===== src/rtl/core/message_header_filter_table_unit_macros.svh =====
// Assertion macros shared by the filter table RTL
`ifndef MESSAGE_HEADER_FILTER_TABLE_UNIT_MACROS_SVH
`define MESSAGE_HEADER_FILTER_TABLE_UNIT_MACROS_SVH

// same-cycle implication
`define MHFT_ASSERT_NOW(label, clk, rst_n, ante, cons, msg) \
    label: assert property (@(posedge clk) disable iff (!rst_n) (ante) |-> (cons)) \
        else $error(msg);

// next-cycle implication
`define MHFT_ASSERT_NEXT(label, clk, rst_n, ante, cons, msg) \
    label: assert property (@(posedge clk) disable iff (!rst_n) (ante) |=> (cons)) \
        else $error(msg);

`endif


===== src/rtl/core/mhft_pkg.sv =====
// Package: sizes, command and status codes, RAM request type for the filter table
`timescale 1ns / 1ps
package mhft_pkg;

    localparam int CAPACITY = 16;
    localparam int CNT_W    = $clog2(CAPACITY + 1);
    localparam int IDX_W    = (CAPACITY > 1) ? $clog2(CAPACITY) : 1;
    localparam int KEY_W    = 16;
    localparam int CMD_W    = 2;
    localparam int STAT_W   = 2;
    localparam int OCNT_W   = 5;

    localparam logic [CMD_W-1:0] CMD_ADD    = 2'd0;
    localparam logic [CMD_W-1:0] CMD_REMOVE = 2'd1;
    localparam logic [CMD_W-1:0] CMD_QUERY  = 2'd2;

    localparam logic [STAT_W-1:0] ST_OK     = 2'd0;
    localparam logic [STAT_W-1:0] ST_FULL   = 2'd1;
    localparam logic [STAT_W-1:0] ST_ABSENT = 2'd2;

    typedef struct packed {
        logic             re;
        logic [IDX_W-1:0] raddr;
        logic             we;
        logic [IDX_W-1:0] waddr;
        logic [KEY_W-1:0] wdata;
    } t_ram_req;

    function automatic logic [OCNT_W-1:0] to_entry_count(input logic [CNT_W-1:0] c);
        logic [CNT_W+OCNT_W-1:0] t;
        t = (CNT_W + OCNT_W)'(c);
        return t[OCNT_W-1:0];
    endfunction

endpackage


===== src/rtl/core/message_header_filter_table_unit.sv =====
// Top level: message key filter table with a sequential scan over a key RAM
//
//  channel | direction | handshake                  | payload
//  --------+-----------+----------------------------+-----------------------------------
//  in      | input     | i_in_valid / o_in_ready    | i_cmd, i_msg_key
//  out     | output    | o_out_valid / i_out_ready  | o_key_found, o_status, o_entry_count
//
// One item at a time; the scan reads each stored entry through the RAM read port (S_READ)
// and compares it with the key (S_CMP) until a match or the end of the table, then goes
// through S_APPLY, S_MOVE for a remove that moves the last entry, and S_DONE.
// Reset clears the count and control; the key RAM is not cleared.
// A finished result waits in the output register; the block stalls only if the next
// result is ready before the previous one is taken.
`timescale 1ns / 1ps
`include "message_header_filter_table_unit_macros.svh"
module message_header_filter_table_unit
    import mhft_pkg::*;
(
    input  logic              i_clk,
    input  logic              i_rst_n,
    input  logic              i_in_valid,
    output logic              o_in_ready,
    input  logic [CMD_W-1:0]  i_cmd,
    input  logic [KEY_W-1:0]  i_msg_key,
    output logic              o_out_valid,
    input  logic              i_out_ready,
    output logic              o_key_found,
    output logic [STAT_W-1:0] o_status,
    output logic [OCNT_W-1:0] o_entry_count
);

    typedef enum logic [2:0] {
        S_IDLE,
        S_READ,
        S_CMP,
        S_APPLY,
        S_MOVE,
        S_DONE
    } t_state;

    t_state              r_state;
    logic [CMD_W-1:0]    r_cmd;
    logic [KEY_W-1:0]    r_key;
    logic [CNT_W-1:0]    r_count;
    logic [CNT_W-1:0]    r_idx;
    logic [IDX_W-1:0]    r_slot;
    logic                r_found;
    logic [STAT_W-1:0]   r_status;
    logic                r_out_valid;
    logic                r_out_found;
    logic [STAT_W-1:0]   r_out_status;
    logic [OCNT_W-1:0]   r_out_count;

    t_ram_req            ram_req;
    logic [KEY_W-1:0]    rd_data;
    logic [CNT_W-1:0]    last;
    logic                in_xfer;

    assign last    = r_count - CNT_W'(1);
    assign in_xfer = i_in_valid && o_in_ready;

    always_comb begin
        ram_req       = '0;
        ram_req.wdata = r_key;
        unique case (r_state)
            S_READ: begin
                ram_req.re    = (r_idx != r_count);
                ram_req.raddr = r_idx[IDX_W-1:0];
            end
            S_APPLY: begin
                if (r_cmd == CMD_ADD) begin
                    ram_req.we    = (r_count < CNT_W'(CAPACITY));
                    ram_req.waddr = r_count[IDX_W-1:0];
                end else if (r_cmd == CMD_REMOVE) begin
                    ram_req.re    = r_found;
                    ram_req.raddr = last[IDX_W-1:0];
                end
            end
            S_MOVE: begin
                ram_req.we    = 1'b1;
                ram_req.waddr = r_slot;
                ram_req.wdata = rd_data;
            end
            default: ram_req = ram_req;
        endcase
    end

    mhft_ram #(
        .DEPTH (CAPACITY),
        .AW    (IDX_W),
        .WIDTH (KEY_W)
    ) u_ram (
        .i_clk   (i_clk),
        .i_re    (ram_req.re),
        .i_raddr (ram_req.raddr),
        .i_we    (ram_req.we),
        .i_waddr (ram_req.waddr),
        .i_wdata (ram_req.wdata),
        .o_rdata (rd_data)
    );

    always_ff @(posedge i_clk) begin
        if (!i_rst_n) begin
            r_state     <= S_IDLE;
            r_count     <= '0;
            r_out_valid <= 1'b0;
        end else begin
            if (r_out_valid && i_out_ready && r_state != S_DONE) begin
                r_out_valid <= 1'b0;
            end
            unique case (r_state)
                S_IDLE: begin
                    if (in_xfer) begin
                        r_cmd   <= i_cmd;
                        r_key   <= i_msg_key;
                        r_idx   <= '0;
                        r_found <= 1'b0;
                        r_state <= S_READ;
                    end
                end
                S_READ: begin
                    r_state <= (r_idx == r_count) ? S_APPLY : S_CMP;
                end
                S_CMP: begin
                    if (rd_data == r_key) begin
                        r_found <= 1'b1;
                        r_slot  <= r_idx[IDX_W-1:0];
                        r_state <= S_APPLY;
                    end else begin
                        r_idx   <= r_idx + CNT_W'(1);
                        r_state <= S_READ;
                    end
                end
                S_APPLY: begin
                    case (r_cmd)
                        CMD_ADD: begin
                            r_state <= S_DONE;
                            if (r_count >= CNT_W'(CAPACITY)) begin
                                r_status <= ST_FULL;
                            end else begin
                                r_status <= ST_OK;
                                r_count  <= r_count + CNT_W'(1);
                            end
                        end
                        CMD_REMOVE: begin
                            if (!r_found) begin
                                r_status <= ST_ABSENT;
                                r_state  <= S_DONE;
                            end else if (CNT_W'(r_slot) == last) begin
                                r_status <= ST_OK;
                                r_count  <= last;
                                r_state  <= S_DONE;
                            end else begin
                                r_status <= ST_OK;
                                r_state  <= S_MOVE;
                            end
                        end
                        default: begin
                            r_status <= ST_OK;
                            r_state  <= S_DONE;
                        end
                    endcase
                end
                S_MOVE: begin
                    r_count <= last;
                    r_state <= S_DONE;
                end
                S_DONE: begin
                    if (!r_out_valid || i_out_ready) begin
                        r_out_valid  <= 1'b1;
                        r_out_found  <= r_found;
                        r_out_status <= r_status;
                        r_out_count  <= to_entry_count(r_count);
                        r_state      <= S_IDLE;
                    end
                end
                default: r_state <= S_IDLE;
            endcase
        end
    end

    assign o_in_ready    = (r_state == S_IDLE);
    assign o_out_valid   = r_out_valid;
    assign o_key_found   = r_out_found;
    assign o_status      = r_out_status;
    assign o_entry_count = r_out_count;

    `MHFT_ASSERT_NOW(a_count_cap, i_clk, i_rst_n, 1'b1, r_count <= CNT_W'(CAPACITY), "count over capacity")
    `MHFT_ASSERT_NOW(a_full_count, i_clk, i_rst_n, r_state == S_DONE && r_status == ST_FULL, r_count == CNT_W'(CAPACITY), "full with room")
    `MHFT_ASSERT_NOW(a_absent_nf, i_clk, i_rst_n, o_out_valid && o_status == ST_ABSENT, !o_key_found, "absent status with key found")
    `MHFT_ASSERT_NEXT(a_busy_after, i_clk, i_rst_n, in_xfer, r_state == S_READ, "scan not started after transfer")

endmodule


===== src/rtl/core/mhft_ram.sv =====
// Key store: one write port, one read port with registered read data
`timescale 1ns / 1ps
module mhft_ram
    import mhft_pkg::*;
#(
    parameter int DEPTH = 16,
    parameter int AW    = 4,
    parameter int WIDTH = 16
) (
    input  logic             i_clk,
    input  logic             i_re,
    input  logic [AW-1:0]    i_raddr,
    input  logic             i_we,
    input  logic [AW-1:0]    i_waddr,
    input  logic [WIDTH-1:0] i_wdata,
    output logic [WIDTH-1:0] o_rdata
);

    logic [WIDTH-1:0] r_mem [DEPTH];
    logic [WIDTH-1:0] r_rdata;

    always_ff @(posedge i_clk) begin
        if (i_we) begin
            r_mem[i_waddr] <= i_wdata;
        end
        if (i_re) begin
            r_rdata <= r_mem[i_raddr];
        end
    end

    assign o_rdata = r_rdata;

endmodule

===== config.mk =====
export PLATFORM = sky130hd
export DESIGN_NAME = message_header_filter_table_unit
export DESIGN_NICKNAME = d
export VERILOG_FILES = /design/src/rtl/core/mhft_pkg.sv /design/src/rtl/core/message_header_filter_table_unit.sv /design/src/rtl/core/mhft_ram.sv
export VERILOG_INCLUDE_DIRS = /design/src /design/src/rtl/core
export SDC_FILE = /design/constraint.sdc
export NUM_CORES = 1
export LEC_CHECK = 0
export BUFFER_PORTS_ARGS = -buffer_cell sky130_fd_sc_hd__buf_2
export CORE_UTILIZATION = 35
export CTS_CLUSTER_DIAMETER = 100
export DETAILED_ROUTE_END_ITERATION = 8
export PLACE_DENSITY = 0.55
export SLEW_MARGIN = 20
export SYNTH_ARGS = -nofsm -noshare
export SYNTH_HDL_FRONTEND = slang
export SYNTH_HIERARCHICAL = 1
export SYNTH_SLANG_ARGS = --single-unit
export TNS_END_PERCENT = 20

===== constraint.sdc =====
create_clock -name i_clk -period 3.8 [get_ports i_clk]
set_clock_uncertainty 0.05 [all_clocks]
set_input_delay 0.38 -clock i_clk [delete_from_list [all_inputs] [get_ports i_clk]]
set_output_delay 0.38 -clock i_clk [all_outputs]
set_load 0.1 [all_outputs]

# Yosys cells after proc, flatten, opt, wreduce, memory -nomap -nowiden
# Memory sizes are Yosys's and may differ from the RTL's. A register that Yosys moved wholly into a read port is not among the register bits.
# Cells that the tools add are included.
[totals]
input_bits = 22
out_inout_bits = 10
mem_count = 1
ramBits = 256
ff_bits = 47
[memory_table]
columns = ["name", "words", "width", "rd", "rd_ports_with_merged_regs", "wr", "line_no", "text"]
rows = [
  ["u_ram.r_mem", 16, 16, 1, 1, 1, "mhft_ram.sv:19", "logic [WIDTH-1:0] r_mem [DEPTH];"],
]
[op_classes]
addsub = 3
eq_ne = 19
order_cmp = 2
reduce_logical = 17
mux = 33
[ops]
columns = ["op", "n"]
rows = [
  ["$pmux W5 S2", 5],
  ["$mux W5", 8],
  ["$pmux W3 S6", 1],
  ["$eq A16 B16 Y1", 1],
  ["$mux W16", 1],
  ["$ne A3 B3 Y1 const B", 5],
  ["$mux W1", 12],
  ["$add A5 B1 Y5 const B", 2],
  ["$reduce_and A3 Y1", 3],
  ["$reduce_and A4 Y1", 2],
  ["$eq A3 B2 Y1 const B", 2],
  ["$eq A3 B3 Y1 const B", 2],
  ["$mux W3", 2],
  ["$ne A2 B2 Y1 const B", 3],
  ["$eq A4 B5 Y1", 1],
  ["$eq A5 B5 Y1", 1],
  ["$ge A5 B5 Y1 const B", 1],
  ["$lt A5 B5 Y1 const B", 1],
  ["$ne A5 B5 Y1", 1],
  ["$reduce_and A5 Y1", 1],
  ["$sub A5 B1 Y5 const B", 1],
  ["$mux W2", 2],
  ["$pmux W2 S2", 1],
  ["$reduce_and A2 Y1", 2],
  ["10 further kinds", 13],
]

# Logic depth before layout (Yosys ltp)
# Gate-level depths: netlist of the first run.
[depth]
depth_word = 6
mapped_depth = 11
depth_no_buf = 8

# Cells and area by module
# The synthesis of the first run kept the hierarchy.
[modules_own_cells]
columns = ["module", "seq_area_each_um2", "instances", "cells_per_inst", "area_per_inst_um2"]
rows = [
  ["mhft_ram", 8167.8, 1, 432, 10203.5],
  ["message_header_filter_table_unit", 1321.3, 1, 218, 2541.2],
]

# Worst setup path before layout of the first run
# Ideal clock, no wire load.
[synth_path]
path_type = "reg-to-reg"
startpoint = "reg r_state[0]"
endpoint = "mem u_ram.r_mem[0][0], enable pin"
t_arrival_ns = 2.892
n_path_buf = 1
setup_slack_ns = 0.449
t_required_ns = 3.341
path_stages_with_launch = 8
synth_period_minus_slack_ns = 3.351
setup_time_ns = 0.409
cell_sequence = "dfxtp_1 -> buf_2 -> nand3b_1 -> nor3_1 -> a21oi_1 -> inv_1 -> or3b_2 -> nor3_1"
[synth_lines]
columns = ["item", "line_no", "text"]
rows = [
  ["from (decl)", "message_header_filter_table_unit.sv:41", "t_state r_state;"],
  ["from (signal assigned)", "message_header_filter_table_unit.sv:122", "r_state <= (r_idx == r_count) ? S_APPLY : S_CMP;"],
  ["to (decl)", "mhft_ram.sv:19", ""],
]

==> results.toml, run 1 <==
[timing]
slew_viol_final = 0
period_share_pct = 85.2
tightest_slew_ns = 0.945
hold_ws_ns = 0.0178
setup_violations = 0
rsz0062_at_grt = "no"
finalSetupTns_ns = 0
hold_viol = 0
relSlewSlack_pct = 36.6
fmax_mhz = 309
fin_crit_ns = 3.24

[logic_synthesis]
synth_top_family_by_area = "multiplexers"
avgSynthCellArea_um2 = 19.6
synth_cell_types = 49
ys_warn_count = 6
synthCells = 650
synthMuxAreaShare_pct = 13.4
synth_simple_gate_area_share_pct = 4.57
synth-edff-count = 310
synthFlopType = "edfxtp_1"
syn-num-nets = 675
async_flop_share_pct = 0
synth-seq-area-share_pct = 74.5
yosysTopAreaCellShare_pct = 73.0
syn_area_um2 = 12700
synth_xor_xnor_area_share_pct = 2.38
synthAdderAreaFrac_pct = 0.295
synth.ff_latch_count = 319
synth_top_cells_by_area = "edfxtp_1 (73%), mux4_2 (9.5%), mux4_1 (2.1%)"
synth_compound_area_share_pct = 3.33
synth_area_leader_cell = "edfxtp_1"

[placed_design]
io_buffers = 31
dp_hpwl_um = 16800
gp_congestion = 0.810

[floorplanning]
die_y_um = 193
io_pins = 32
rows = 69
dieArea_um2 = 37200
die_w_um = 193
core_area_um2 = 35700
initial_core_util_pct = 35.7

[worst_setup_path]
crit_type = "flop to flop"
start_kind = "flop"
end_kind = "flop"
cp_max_fo = 16
cp.required_ns = 3.94
worstPathArrival_ns = 3.38
r2r_start = "r_state[1]"
cp-startpoint = "r_state[1]"

[detailed_routing]
via_per_inst = 5.26
drtIter0Drc = 408
postRouteAntennaNets = 0
drt_wl_total_um = 27500
vias = 6415
drt_pass1_iterations = 6
drc = 10
wire_per_inst_um = 22.5

[job]
drv_cap = 0

[run_status]
outcome = "finished with violations"
failed_checks = "DRC"

[hold_path]
min_path_type = "primary input to flop"
hp-start = "i_msg_key[8]"

[cells_and_area]
fillers = 3180
post_route_cells_drive_above_1_share_pct = 27.7
area_growth_pct = 16.5
n_antenna_cell = 0
nets = 761

[pwr]
total_leakage_power_nw = 4.72
p_per_area_nw_per_um2 = 505
ir_drop_mv = 0.410

[clock_network]
numClockSinks = 319
cts_buffers = 34
clk_pin_slew_ns = 0.06
cts_buffer_depth = 3
cts_tree = "built"
root_buffer = "clkbuf_16"
clk_latency_ns = 0.52
h-tree-depth = 2

[global_routing]
grt_max_degree = 65
grt_pass1_wl_um = 41000
grt-ovfl-total = 0
grtUsageTotal_pct = 15.2
antenna_found_initial = 0
grt_pass1_vias = 6611
metal layers:
layer	GRT usage (%)	wire length (um)	up-vias
met1	20.6	12200	3364
met2	25.0	13200	175
li1	-	-	2824
met4	5.06	728	0
met5	0	0	-
met3	2.45	1260	52
critical path: stages (launching register included):
cell,delay [ns]
dfxtp_1,0.60
nand3b_1,0.22
nor3_1,0.51
a21oi_1,0.34
inv_1,0.20
or3b_2,0.54
nor3_2,0.14
buf_4,0.29
placed cells by master (no fill, tap or decap), types with 3 or more instances in the layout:
master and count:
a21oi_1 7, a22o_1 4, a22oi_1 32, a31oi_1 3, and2_1 4, buf_12 3, buf_2 31, buf_4 33
clkbuf_1 10, clkbuf_16 35, clkinv_1 3, clkinv_2 3, dfxtp_1 9, dlygate4sd3_1 13, edfxtp_1 310, ha_1 3
inv_1 8, mux2_2 16, mux2i_1 5, mux4_1 10, mux4_2 54, nand2_1 28, nand2b_1 9, nand3_1 9
nand3b_1 3, nand4_1 6, nor2_1 14, nor2_2 13, nor2b_1 5, nor3_1 6, nor3_2 4, nor3b_2 3
o21ai_0 3, xnor2_1 24, xor2_1 8
sequential cells by signal, summed over array words and instances, names as in the netlist, 2 cells and up:
name / flops
u_ram/r_mem: 256
r_key: 16
u_ram/o_rdata: 16
o_entry_count: 5
r_count: 5
r_idx: 5
r_slot: 4
r_state: 3
o_status: 2
r_cmd: 2
r_status: 2
kinds of logic (layout without fill, tap and decap cells):
logic type / Yosys count / after routing
fa+ha+maj: 3 / 3
buf+inv: 38 / 147
mux: 85 / 85
flops: 319 / 319
xor+xnor: 33 / 33
simple gates: 114 / 114
compound gates: 58 / 58
metrics by stage:
stage	cells	instance area (um^2)	power (mW)	util [%]	setup WS (ns)
final	1220	14900	7.50	41.6	0.561
after floorplan	650	12700	4.36	-	0.449
after global routing	1220	14900	7.75	41.6	0.407
after CTS	1220	14900	7.58	41.6	0.625
after detailed placement	1148	13700	4.52	38.3	0.688
after global placement	1148	13700	4.51	38.3	0.795
cell usage after synthesis, types with 6 or more instances:
| master | count |
|---|---|
| a21oi_1 | 7 |
| a22oi_1 | 32 |
| buf_2 | 6 |
| clkbuf_1 | 11 |
| dfxtp_1 | 9 |
| edfxtp_1 | 310 |
| inv_1 | 8 |
| mux2_2 | 16 |
| mux4_1 | 10 |
| mux4_2 | 54 |
| nand2_1 | 28 |
| nand2b_1 | 9 |
| nand3_1 | 9 |
| nand4_1 | 6 |
| nor2_1 | 29 |
| nor3_1 | 10 |
| xnor2_1 | 24 |
| xor2_1 | 8 |
final cells by class:
cell class | instances | area, um^2 | area share [%]
clock inverters | 14 | 108 | 0.725
clock buffers | 45 | 913 | 6.15
flip-flops and latches | 319 | 9490 | 63.9
well taps | 461 | 577 | 3.88
repair buffers | 80 | 593 | 3.99
multi-input cells | 293 | 3140 | 21.2
inverters | 8 | 30.0 | 0.202
where the power goes:
part	internal [mW]	total, mW	leakage [nW]	switching [mW]
clock network	1.72	3.05	0.493	1.33
registers	3.92	3.96	2.88	0.0388
logic	0.207	0.489	1.35	0.282
worst paths after layout:
| kind | slack, ns | end | depth (start not counted) |
|---|---|---|---|
| worst min register to register | 0.37 | o_status[1] | 0 |
| worst min-delay path | 0.02 | r_key[8] | 1 |
| worst max-delay path | 0.56 | u_ram/r_mem[0][15] | 7 |
| worst max register to register | 0.56 | u_ram/r_mem[0][15] | 7 |
repair_timing:
| action | CTS | global route |
|---|---|---|
| hold endpoints to repair | 13 | 0 |
| setup endpoints to repair | 0 | 0 |
| hold buffers | 13 | 0 |
| gates resized for setup | 0 | 0 |
| setup buffers | 0 | 0 |
Note: power is estimated with default switching activity, not from simulation.
==> run 2, diff against run 1 <==
Settings changed: PLACE_DENSITY 0.55 to 0.62.
==> run 2 against run 1 <==
Net effect: the run still ends with DRC left; total power rose by 2.7%; sequential power is essentially flat; first-iteration DRC count grew 28%; routed wire length rose by 3.3%; highest routed layer unchanged.
==> results.toml, run 2 (synthesis gave the netlist of run 1 again) <==
[timing]
fmax_mhz = 298
hold_viol = 0
hold_ws_ns = 0.00422
finalSetupTns_ns = 0
tightest_slew_ns = 1.11
fin_crit_ns = 3.36
period_share_pct = 88.4
slew_viol_final = 0
setup_violations = 0
rsz0062_at_grt = "no"
relSlewSlack_pct = 25.5

[cells_and_area]
mostFrequentLayoutCell = "edfxtp_1"
ff_latch_area_um2 = 9490
largest_register_ffs = 256
fillers = 3161
n_antenna_cell = 0
nets = 766
post_route_cells_drive_above_1_share_pct = 28.1
multiInputGateArea_um2 = 3140
final_cell_mix = "edfxtp_1 (310), mux4_2 (54), clkbuf_16 (34)"
area_growth_pct = 17.8
top_register = "u_ram/r_mem"
fin_area_um2 = 15000

[clock_network]
clk_pin_slew_ns = 0.07
clk_latency_ns = 0.54
h-tree-depth = 2
post_cts_buffers = 0
cts_buffer_depth = 3
numClockSinks = 319
cts_tree = "built"
root_buffer = "clkbuf_16"
cts_buffers = 34

[detailed_routing]
via_per_inst = 5.33
drt_pass1_iterations = 6
vias = 6534
drtIter0Drc = 521
postRouteAntennaNets = 0
drt_wl_total_um = 28400
wire_per_inst_um = 23.1
drc = 11

[hold_path]
worstHoldPathCells = 1
hp-start = "i_msg_key[1]"
worstHoldEndpoint = "r_key[1]"
min_path_type = "primary input to flop"

[run_status]
failed_checks = "DRC"
outcome = "finished with violations"

[floorplanning]
io_pins = 32
die_y_um = 193
initial_core_util_pct = 35.7
dieArea_um2 = 37200
rows = 69
core_area_um2 = 35700
die_w_um = 193

[global_routing]
antenna_found_initial = 0
grt_pass1_vias = 6503
grt_pass1_wl_um = 41900
grt-ovfl-total = 0
grt_max_degree = 65
grtUsageTotal_pct = 15.9

[worst_setup_path]
cp-startpoint = "r_state[0]"
r2r-end = "u_ram/r_mem[4][1]"
crit_type = "flop to flop"
cp_slowest_cell = "nor3_2"
rrSetupSlack_ns = 0.44
cpMostUsedCell = "nand3b_1"
crit_chain = "nand3b_1 > nor3_1 > a21oi_1 > inv_1 > nand3b_1 > nor3_2 > buf_4"
end_kind = "flop"
cp_max_fo = 9
start_kind = "flop"
r2r_start = "r_state[0]"
critPathMaxStageDelay_ns = 0.89
worstPathArrival_ns = 3.54
cp.required_ns = 3.98
ff2ff_path_depth = 7

[pwr]
p_per_area_nw_per_um2 = 513
ir_drop_mv = 0.445
p_total_mw = 7.70
total_leakage_power_nw = 4.79

[placed_design]
io_buffers = 31
dp_hpwl_um = 16400
gp_congestion = 0.798
dpl-instance-area_um2 = 13800

[job]
drv_cap = 0
## run 2: cell count changes in the layout (fill, tap and decap cells not counted), moves of 2 or more
cell           previous run  this run
buf_4                    33        31
bufinv_16                 0         3
buf_12                    3         7
clkinv_1                  3         7
clkbuf_1                 10         6
dlygate4sd3_1            13        16
## run 2: area by class of cell
| type | count | share of cell area, % |
|---|---|---|
| Tap cell | 461 | 3.84 |
| Clock inverter | 21 | 1.43 |
| Clock buffer | 40 | 5.82 |
| Timing Repair Buffer | 85 | 4.58 |
| Inverter | 8 | 0.200 |
| Multi-Input combinational cell | 293 | 20.9 |
| Sequential cell | 319 | 63.2 |
## run 2: critical path, delay by kind of cell (launching register included)
kind / cells / cell delay, ns
simple gates: 4 / 1.72
buf+inv: 2 / 0.52
compound gates: 1 / 0.27
flops: 1 / 0.48
## run 2: stage by stage
step | utilization (%) | std cells | worst slack, ns
2_1_floorplan | - | 650 | 0.449
3_3_place_gp | 38.5 | 1150 | 0.549
3_5_place_dp | 38.5 | 1150 | 0.506
4_1_cts | 42.0 | 1227 | 0.467
5_1_grt | 42.0 | 1227 | 0.150
6_report | 42.0 | 1227 | 0.441
## run 2: power by group
part | switching, mW | internal (mW)
logic | 0.286 | 0.216
clock network | 1.36 | 1.87
registers | 0.0385 | 3.92
## run 2: what timing repair did
item                       in CTS  in global routing
gates resized for setup         0                  0
setup endpoints to repair       0                  0
hold endpoints to repair       16                  0
hold buffers                   16                  0
## run 2: worst max-delay path by stage
| stage | cells after the start | end | slack [ns] |
|---|---|---|---|
| 2_1_floorplan | 7 | u_ram/r_mem[0][0] | 0.45 |
| 4_1_cts | 7 | u_ram/r_mem[4][1] | 0.47 |
| 3_3_place_gp | 7 | u_ram/r_mem[4][15] | 0.55 |
| 6_report | 7 | u_ram/r_mem[4][1] | 0.44 |
| 3_5_place_dp | 7 | u_ram/r_mem[4][8] | 0.51 |
| 5_1_grt | 7 | u_ram/r_mem[4][1] | 0.15 |
## run 2: routing by layer
layer  track usage, %  wire [um]  vias to the layer above
li1                 -          -                     2833
met1             22.6      12700                     3443
met2             24.4      13200                      210
met3             3.15       1840                       48
met4             5.42        605                        0
met5                0          0                        -
==> run 3, diff against run 2 <==
Settings changed: RECOVER_POWER set to 100.
==> run 3 against run 2 <==
Net effect: the run still ends with DRC left; flip-flop and latch count unchanged; register-to-register slack got worse by 0.14 ns; count of clock-buffer cells in the layout unchanged; via count decreased by 0.80%; critical endpoint is now u_ram/o_rdata[3]; largest cell class unchanged.
==> results.toml, run 3 (synthesis gave the netlist of run 1 again) <==
[run_status]
outcome = "finished with violations"
failed_checks = "DRC"

[floorplanning]
core_area_um2 = 35700
dieArea_um2 = 37200
io_pins = 32
die_y_um = 193
initial_core_util_pct = 35.7
rows = 69
die_w_um = 193

[clock_network]
numClockSinks = 319
cts_tree = "built"
clk_pin_slew_ns = 0.07
cts_buffers = 34
post_cts_resized = 0
cts_buffer_depth = 3
h-tree-depth = 2
post_cts_buffers = 0
root_buffer = "clkbuf_16"
clk_latency_ns = 0.54
holdBufCountCts = 16

[placed_design]
dp_cells = 1150
gp_congestion = 0.798
dp_hpwl_um = 16400
io_buffers = 31

[pwr]
p_per_area_nw_per_um2 = 518
p_total_mw = 7.69
ir_drop_mv = 0.444
total_leakage_power_nw = 4.66

[global_routing]
grt_pass1_wl_um = 41900
grt_max_degree = 65
grt_pass1_vias = 6503
grt-ovfl-total = 0
grtUsageTotal_pct = 15.9
antenna_found_initial = 0

[worst_setup_path]
start_kind = "flop"
cp_max_fo = 16
end_kind = "flop"
crit_type = "flop to flop"
cp.required_ns = 4.03
worstPathArrival_ns = 3.72

[timing]
period_share_pct = 92.1
hold_viol = 0
setup_violations = 0
fin_crit_ns = 3.50
relSlewSlack_pct = 4.43
fmax_mhz = 286
slew_viol_final = 0
finalSetupTns_ns = 0
tightest_slew_ns = 1.43
rsz0062_at_grt = "no"

[detailed_routing]
drt_pass1_iterations = 7
vias = 6482
via_per_inst = 5.28
drtIter0Drc = 467
drc = 11
wire_per_inst_um = 23.1
drt_wl_total_um = 28300
postRouteAntennaNets = 0

[cells_and_area]
n_antenna_cell = 0
mostFrequentLayoutCell = "edfxtp_1"
multiInputGateArea_um2 = 3080
ff_latch_area_um2 = 9490
nets = 766
final_cell_mix = "edfxtp_1 (310), mux4_2 (54), clkbuf_16 (34)"
area_growth_pct = 16.4
largest_register_ffs = 256
post_route_cells_drive_above_1_share_pct = 20.4
stdcell_count = 1227
fillers = 3205
top_register = "u_ram/r_mem"

[job]
drv_cap = 0

[hold_path]
min_path_type = "primary input to flop"
==> run 3: metal layers <==
layer | vias to the layer above | wire, um | global-route usage, %
met5 | - | 0 | 0
met4 | 0 | 560 | 5.42
met3 | 43 | 1560 | 3.15
met2 | 208 | 13300 | 24.4
met1 | 3394 | 13000 | 22.6
li1 | 2837 | - | -
==> run 3: worst max-delay path: stages, from the launching register on <==
cell,delay [ns]
dfxtp_1,0.42
clkbuf_1,0.58
a31oi_1,0.20
nor2_2,0.82
buf_4,0.35
mux4_1,0.56
a22oi_1,0.20
nand2_1,0.07
==> run 3: layout make-up <==
cell class | instances | share of cell area [%]
clock buffers | 40 | 5.89
clock inverters | 21 | 1.45
well taps | 461 | 3.89
multi-input cells | 293 | 20.8
inverters | 8 | 0.202
flip-flops and latches | 319 | 64.0
repair buffers | 85 | 3.80
==> run 3: path summary, 6_finish.rpt <==
path,start,to,slack (ns),cells past startpoint
max reg2reg,r_state[1],u_ram/o_rdata[3],0.30,7
min reg2reg,r_status[0],o_status[0],0.37,0
max,r_state[1],u_ram/o_rdata[3],0.30,7
min,i_msg_key[1],r_key[1],0.02,1
==> run 3: metrics by stage <==
stage / worst slack [ns] / instance area, um^2 / util, % / hold slack [ns]
finish: 0.301 / 14800 / 41.5 / 0.0195
global route: 0.0864 / 14800 / 41.5 / 0.0427
CTS: 0.467 / 15000 / 42.0 / 0.00151
detailed placement: 0.506 / 13800 / 38.5 / 0.359
global placement: 0.549 / 13800 / 38.5 / 0.353
floorplan: 0.449 / 12700 / - / 0.350
==> run 3: where the power goes <==
part           internal, mW  switching, mW
Clock                  1.87           1.36
Combinational         0.208          0.284
Sequential             3.92         0.0385
